$ cat config.mk
export PLATFORM = sky130hd
export DESIGN_NAME = cht_divider
export DESIGN_NICKNAME = d
export VERILOG_FILES = /design/src/hw/rtl/cht_pkg.sv /design/src/hw/rtl/cht_divider.sv
export SDC_FILE = /design/constraint.sdc
export NUM_CORES = 1
export LEC_CHECK = 0
export BUFFER_PORTS_ARGS = -buffer_cell sky130_fd_sc_hd__buf_2
export CAP_MARGIN = 20
export CORE_MARGIN = 2
export CORE_UTILIZATION = 55
export CTS_BUF_LIST = sky130_fd_sc_hd__clkbuf_4 sky130_fd_sc_hd__clkbuf_8
export CTS_CLUSTER_DIAMETER = 100
export DETAILED_ROUTE_END_ITERATION = 6
export PLACE_DENSITY = 0.88
export RECOVER_POWER = 25
export SLEW_MARGIN = 20
export SYNTH_ARGS = -nofsm -noshare
export SYNTH_HDL_FRONTEND = slang
export SYNTH_SLANG_ARGS = --single-unit
$ cat constraint.sdc
create_clock -name clock -period 3.5 [get_ports clock]
set_input_delay 0.7 -clock clock [delete_from_list [all_inputs] [get_ports clock]]
set_output_delay 0.7 -clock clock [all_outputs]
set_load 0.01 [all_outputs]
$ cat src/hw/rtl/cht_pkg.sv
`default_nettype none
package cht_pkg;

   localparam int CHT_ENTRIES = 64;

   localparam logic [31:0] REFILL_RESET     = 32'd7200;
   localparam logic [31:0] HYSTERESIS_RESET = 32'd60;
   localparam logic [31:0] REENABLE_RESET   = 32'd60;

   localparam logic [1:0] REG_REFILL     = 2'd0;
   localparam logic [1:0] REG_HYSTERESIS = 2'd1;
   localparam logic [1:0] REG_REENABLE   = 2'd2;

   localparam logic [1:0] OP_ADD    = 2'd0;
   localparam logic [1:0] OP_FIND   = 2'd1;
   localparam logic [1:0] OP_REFILL = 2'd2;

   localparam logic [2:0] ST_ADDED    = 3'd0;
   localparam logic [2:0] ST_REPLACED = 3'd1;
   localparam logic [2:0] ST_STALE    = 3'd2;
   localparam logic [2:0] ST_FOUND    = 3'd3;
   localparam logic [2:0] ST_NOTFOUND = 3'd4;
   localparam logic [2:0] ST_FULL     = 3'd5;
   localparam logic [2:0] ST_REFILLED = 3'd6;

   localparam int DIV_BITS = 96;

   typedef struct packed {
      logic [63:0] channel;
      logic        direction;
      logic [31:0] time_sec;
      logic        enabled;
      logic [63:0] estimate;
      logic [63:0] capacity;
   } entry_type;

   typedef struct packed {
      logic [2:0]  status;
      logic        enabled;
      logic [63:0] estimate;
      logic [63:0] capacity;
      logic [31:0] time_sec;
   } result_type;

endpackage
`default_nettype wire

$ cat src/hw/rtl/cht_divider.sv
`default_nettype none
module cht_divider
   import cht_pkg::*;
(
   input  wire logic                clock,
   input  wire logic                reset,
   input  wire logic                start,
   input  wire logic [DIV_BITS-1:0] dividend,
   input  wire logic [31:0]         divisor,
   output logic                     done,
   output logic [DIV_BITS-1:0]      quotient
);

   localparam int CW = $clog2(DIV_BITS + 1);

   logic [DIV_BITS-1:0] q_ff, q_in;
   logic [31:0]         rem_ff, rem_in;
   logic [31:0]         div_ff;
   logic [CW-1:0]       cnt_ff, cnt_in;
   logic                busy_ff, busy_in;
   logic                done_ff, done_in;
   logic [32:0]         trial;

   always_comb begin
      q_in    = q_ff;
      rem_in  = rem_ff;
      cnt_in  = cnt_ff;
      busy_in = busy_ff;
      done_in = 1'b0;
      trial   = {rem_ff, q_ff[DIV_BITS-1]};
      if (start) begin
         q_in    = dividend;
         rem_in  = '0;
         cnt_in  = '0;
         busy_in = 1'b1;
      end else if (busy_ff) begin
         // shift in one dividend bit, subtract when it fits
         if (trial >= {1'b0, div_ff}) begin
            rem_in = 32'(trial - {1'b0, div_ff});
            q_in   = {q_ff[DIV_BITS-2:0], 1'b1};
         end else begin
            rem_in = trial[31:0];
            q_in   = {q_ff[DIV_BITS-2:0], 1'b0};
         end
         cnt_in = cnt_ff + 1'b1;
         if (cnt_ff == CW'(DIV_BITS - 1)) begin
            busy_in = 1'b0;
            done_in = 1'b1;
         end
      end
   end

   always_ff @(posedge clock) begin
      if (reset) begin
         busy_ff <= 1'b0;
         done_ff <= 1'b0;
         cnt_ff  <= '0;
      end else begin
         busy_ff <= busy_in;
         done_ff <= done_in;
         cnt_ff  <= cnt_in;
      end
      q_ff   <= q_in;
      rem_ff <= rem_in;
      if (start) begin
         div_ff <= divisor;
      end
   end

   assign done     = done_ff;
   assign quotient = q_ff;

endmodule
`default_nettype wire

# Yosys cells after proc, flatten, opt, wreduce, memory -nomap -nowiden
# Index checks and enable logic that the tools add are counted.
dict set report op_classes {
  n_addsub 2
  multipliers 0
  n_div 0
  n_lt_le_gt_ge 1
  n_eq_ne 1
  shifts 0
  mux 8
  bitwise_logic 1
  n_reduce_logical 3
}
# op count
set op_table {}
lappend op_table {{$mux 96} 2}
lappend op_table {{$ge 33x32->1} 1}
lappend op_table {{$mux 32} 1}
lappend op_table {{$sub 32x32->32} 1}
lappend op_table {{$add 7x1->7 const B} 1}
lappend op_table {{$eq 7x7->1 const B} 1}
lappend op_table {{$mux 1} 5}
lappend op_table {{$reduce_or 3->1} 1}
lappend op_table {{$reduce_bool 2->1} 1}
lappend op_table {{$reduce_or 2->1} 1}
lappend op_table {{$not 1->1} 1}
dict set report word_totals {
  ff_bits 169
  latch_bits 0
  ram_bits 0
  romBits 0
  in_bits 131
  out_inout_bits 97
  word_cells 22
  n_memories 0
}

# Depth between registers and ports, before layout
dict set report logic_depth {
  ltp_word 4
  mapped_depth 13
  mapped_depth_nobuf 10
}

# Worst setup path before layout
# Ideal clock, no wire load.
dict set report synth_path {
  kind {input -> register}
  startpoint {in start}
  endpoint {reg q_ff[0] (netlist: quotient[0]) (enable)}
  setup_time_ns 0.449
  arrival_ns 2.818
  required_ns 3.051
  slack_ns 0.232
  cell_stages 3
  n_path_buf 1
  path_cell_list {nor2_1 -> clkbuf_1 -> inv_1}
}
dict set report synth_between {
  elab_chain_cells 1
}
# item line_no
set synth_lines {}
lappend synth_lines {{from (decl)} cht_divider.sv:7} ;# input wire logic start,
lappend synth_lines {{$reduce_bool 2->1 (no line)} --}
lappend synth_lines {{to (signal assigned)} cht_divider.sv:63} ;# q_ff <= q_in;
lappend synth_lines {{to (decl)} cht_divider.sv:16} ;# logic [DIV_BITS-1:0] q_ff, q_in;
# Every way passes these cells.
# A chain may end at the register's enable or synchronous reset.

# Worst setup path after layout
dict set report layout_path {
  startpoint {reg q_ff[95] (netlist: quotient[95])}
  endpoint {reg rem_ff[30]}
}
dict set report layout_between {
  elab_chain_cells 2
  word_cells_on_any_way 3
  cone_classes {add/sub (1); order compare (1); mux (1)}
}
# item line_no
set layout_lines {}
lappend layout_lines {{$sub 32x32->32 / $ge 33x32->1 (equally long branches)} {cht_divider.sv:39, cht_divider.sv:38}}
lappend layout_lines {{$mux 32 (*)} cht_divider.sv:38} ;# if (trial >= {1'b0, div_ff}) begin
lappend layout_lines {{to (signal assigned)} cht_divider.sv:64} ;# rem_ff <= rem_in;
lappend layout_lines {{to (decl)} cht_divider.sv:17} ;# logic [31:0] rem_ff, rem_in;
# Every way passes the cells marked *; elsewhere a longest branch is shown, timed or not.

==> implementation parameters <==
Parameter                              Value

Outcome
  Status ... finished with violations
  Failing checks ... capacitance limit, slew limit

Placement
  Port buffer count ... 227
  Detailed placer's ending HPWL ... 17740 µm
  Weighted congestion at the end of routability-driven global placement ... 0.9561
  Number of instances in the placed design ... 1184
  Instance area after placement ... 0.01022 mm²

Route
  Met2 WL ... 11740 µm
  Residual antenna-violating net count after detailed routing ... 0
  DR top layer ... met5
  Total met3 wirelength after detailed routing ... 1781 µm
  Count of unresolved DRC violations after routing ... 0
  Number of DRC markers after the initial detailed-route iteration ... 533
  WL met1 ... 9363 µm
  Number of iterations in the first detailed-routing pass ... 5
  Ratio of routed vias to standard cells ... 5.799
  Total vias in the final route ... 7063
  Routed WL ... 23800 µm
  Post-detailed-route wirelength per cell ... 19.54 µm

STA
  Unrepaired setup endpoints after global routing ... false
  Fin. max-slew vios ... 41
  Final min period ... 3.219 ns
  Layout Skew ... 0.01610 ns
  Number of setup violations in the final report ... 0
  Worst-margin pin slew ... 2.133 ns
  Sum Neg Setup Slack ... 0 ns
  Highest clock rate ... 0.3107 GHz
  Final hold vios ... 0
  Worst-case headroom to the max-slew limit ... -0.4223
  Final Cycle Share ... 0.9196

Global routing
  Largest net degree at the start of global routing ... 63
  Global routing usage summed across all routing layers ... 0.2767
  Number of antenna violations at the first check in global routing ... 2
  Wire length of the first global-routing pass ... 37390 µm
  Global-route congestion overflow total ... 0
  Vias in the first global route ... 7144

Clock network
  Resize count post-CTS ... 0
  Clock insertion delay at the later pin of the skew report ... 0.47 ns
  Post-CTS Setup Inserts ... 0
  Number of buffers created by CTS ... 17
  Number of sinks on the clock net ... 169
  CTS Hold Buffers Added ... 0
  CTS root buffer ... sky130_fd_sc_hd__clkbuf_8
  Clock-pin transition on the worst setup and hold timing paths ... 0.10 ns
  Number of levels in the clock H-tree ... 4
  TritonCTS clock tree ... done
  Clock Path Buffers ... 2

Setup path
  Kind of cell with the highest combined delay on the critical path ... compound AO/OA/AOI/OAI gates
  CP max-delay cell ... sky130_fd_sc_hd__o311ai_0
  End of the worst register-to-register path ... rem_ff[30]
  Origin of the worst setup path ... quotient[95]
  Critical-path maximum fanout ... 5
  Crit path DAT ... 3.56 ns
  Critical Path End Type ... register
  Critical path buffer and inverter count ... 1
  Startpoint kind of the worst setup timing path ... register
  Cells traversed along the worst timing path ... inv_1, ha_1, fa_1, o21ai_0, a221oi_2, o311ai_0, a211oi_1, a211o_1, xor2_1, o211ai_1
  Required arrival time at the worst endpoint ... 3.84 ns
  Minimum setup slack among reg-to-reg paths ... 0.28 ns
  Depth of the worst register-to-register path ... 10
  Launching point of the worst reg2reg path ... quotient[95]
  CP peak stage delay ... 0.67 ns
  Category of the critical setup timing path ... register to register

Logic synthesis
  Per-instance average area after synthesis ... 11.47 µm²
  Fraction of registers with async set or reset after synthesis ... 0
  Proportion of netlist area held by the largest area contributor ... 0.4313
  Syn_nets ... 942
  Number of synthesis warnings ... 0
  Main flop type after synthesis ... sky130_fd_sc_hd__edfxtp_1
  Gate count after technology mapping ... 777
  Ranking of synthesized cells by area ... sky130_fd_sc_hd__edfxtp_1 43%, sky130_fd_sc_hd__mux2_2 12%, sky130_fd_sc_hd__dfxtp_1 9.2%, sky130_fd_sc_hd__ha_1 4.6%, sky130_fd_sc_hd__nor2_1 2.3%
  Cell Area, Synth ... 0.008911 mm²
  Total of flip-flops plus latches after synthesis ... 169
  Library cell with the highest instance count after synthesis ... sky130_fd_sc_hd__edfxtp_1
  Number of enable-type register cells in the synthesized netlist ... 128
  Synth top cells by count ... 128 x sky130_fd_sc_hd__edfxtp_1, 96 x sky130_fd_sc_hd__mux2_2, 55 x sky130_fd_sc_hd__nor2_1
  Library cell occupying the most area in the post-synthesis netlist ... sky130_fd_sc_hd__edfxtp_1
  Count of unique library cells instantiated by Yosys ... 65
  Sequential fraction of the synthesis area ... 0.5234

Die
  Die outline width ... 131.3 µm
  Total die area ... 0.01724 mm²
  Core Footprint ... 0.01589 mm²
  Die height ... 131.3 µm
  I/O pin cnt ... 228
  Cell row count ... 46
  Effective utilization at floorplan ... 0.5610

Layout
  FILL cells ... 1236
  Area added between synthesis and finish ... 18.56%
  Final-stage net count ... 1152
  Final non-filler cell area ... 0.01057 mm²
  Final Non-Filler Cells ... 1218
  Layout cell share with drive strength beyond 1 ... 0.3810

Worst hold path
  Startpoint of the lowest-slack hold path ... divisor[5]
  Worst hold stages ... 1
  Worst hold path type ... input pin to register
  Hold-critical path endpoint ... div_ff[5]

Pwr
  Leakage power ... 4.424 nW
  Total power density per cell area ... 451.4 mW/mm²
  Worst ir drop on vdd ... 0.0003437 V

Flow run
  Max Cap Viol ... 1
-- layout make-up --
class / count / area, µm² / share of cell area
timing repair buffer: 239 / 1232 / 0.1167
clock buffer: 19 / 249.0 / 0.02357
tap: 216 / 270.3 / 0.02558
sequential: 169 / 4664 / 0.4415
inverter: 46 / 173.9 / 0.01646
antenna: 2 / 5.005 / 0.0004737
clock inverter: 13 / 113.9 / 0.01078
multi-input combinational: 514 / 3856 / 0.3650
-- placed cells by master, fill, tap and decap left out, types with 5 or more instances in the layout --
| cell type | instances |
|---|---|
| sky130_fd_sc_hd__buf_2 | 225 |
| sky130_fd_sc_hd__edfxtp_1 | 128 |
| sky130_fd_sc_hd__mux2_2 | 96 |
| sky130_fd_sc_hd__nor2_1 | 55 |
| sky130_fd_sc_hd__nand2_1 | 47 |
| sky130_fd_sc_hd__inv_1 | 45 |
| sky130_fd_sc_hd__dfxtp_1 | 41 |
| sky130_fd_sc_hd__o21ai_0 | 33 |
| sky130_fd_sc_hd__ha_1 | 33 |
| sky130_fd_sc_hd__a21oi_1 | 32 |
| sky130_fd_sc_hd__nand3_1 | 27 |
| sky130_fd_sc_hd__a311oi_1 | 21 |
| sky130_fd_sc_hd__clkbuf_8 | 17 |
| sky130_fd_sc_hd__nand4_1 | 16 |
| sky130_fd_sc_hd__a21o_1 | 16 |
| sky130_fd_sc_hd__xnor2_1 | 15 |
| sky130_fd_sc_hd__xor2_1 | 15 |
| sky130_fd_sc_hd__or3_1 | 8 |
| sky130_fd_sc_hd__o211ai_1 | 8 |
| sky130_fd_sc_hd__buf_4 | 7 |
| sky130_fd_sc_hd__nor3_1 | 6 |
| sky130_fd_sc_hd__o21bai_1 | 5 |
| sky130_fd_sc_hd__o221ai_1 | 5 |
| sky130_fd_sc_hd__o21ai_2 | 5 |
-- registers in the layout (all words and copies together) (netlist names) --
signal and flops:
busy_ff 1, div_ff 32, done 1, rem_ff 32
quotient 96, cnt_ff 7
-- logic make-up after synthesis --
family                     Yosys count  share of synthesized area
and+or+nand+nor                    188                     0.1032
DFF                                169                     0.5234
AOI/OAI and AO/OA                  163                     0.1268
muxes                               99                     0.1247
buffers and inverters               94                    0.04381
adders and majority gates           34                    0.04858
xor gates and xnor gates            30                    0.02949
-- power by group --
part / switching [mW] / internal, mW
registers: 0.0972 / 2.37
logic: 0.566 / 0.437
clock network: 0.775 / 0.526
total: 1.44 / 3.33
-- worst register-to-register path, delay by kind of cell, from the launching register on --
| kind | cells | cell delay, ns |
|---|---|---|
| AOI/OAI and AO/OA | 6 | 1.89 |
| buffers and inverters | 1 | 0.06 |
| DFF | 1 | 0.36 |
| adders and majority gates | 2 | 0.64 |
| xor gates and xnor gates | 1 | 0.16 |
-- worst max path at each step --
stage,endpoint,slack (ns),cells after the start
2_1_floorplan,quotient[0],0.23,3
3_3_place_gp,rem_ff[30],0.41,10
3_5_place_dp,rem_ff[30],0.38,10
4_1_cts,rem_ff[30],0.37,10
5_1_grt,rem_ff[4],0.14,10
6_report,rem_ff[30],0.28,10
-- routing by layer --
layer	vias up	GRT usage
met1	3374	0.3230
li1	3330	-
met4	2	0.1262
met3	55	0.08410
met5	-	0
met2	302	0.4702
-- stage by stage --
step	setup WS (ns)	util	hold WS [ns]	total power, mW
final	0.2813	0.6651	0.4027	4.769
after global routing	0.1404	0.6649	0.3727	4.973
after CTS	0.3695	0.6660	0.3795	4.780
after detailed placement	0.3761	0.6432	0.4581	3.497
after global placement	0.4121	0.6415	0.4585	3.462
after floorplan	0.2325	-	0.4410	3.129
No activity file was read; power rests on OpenSTA's default activity.
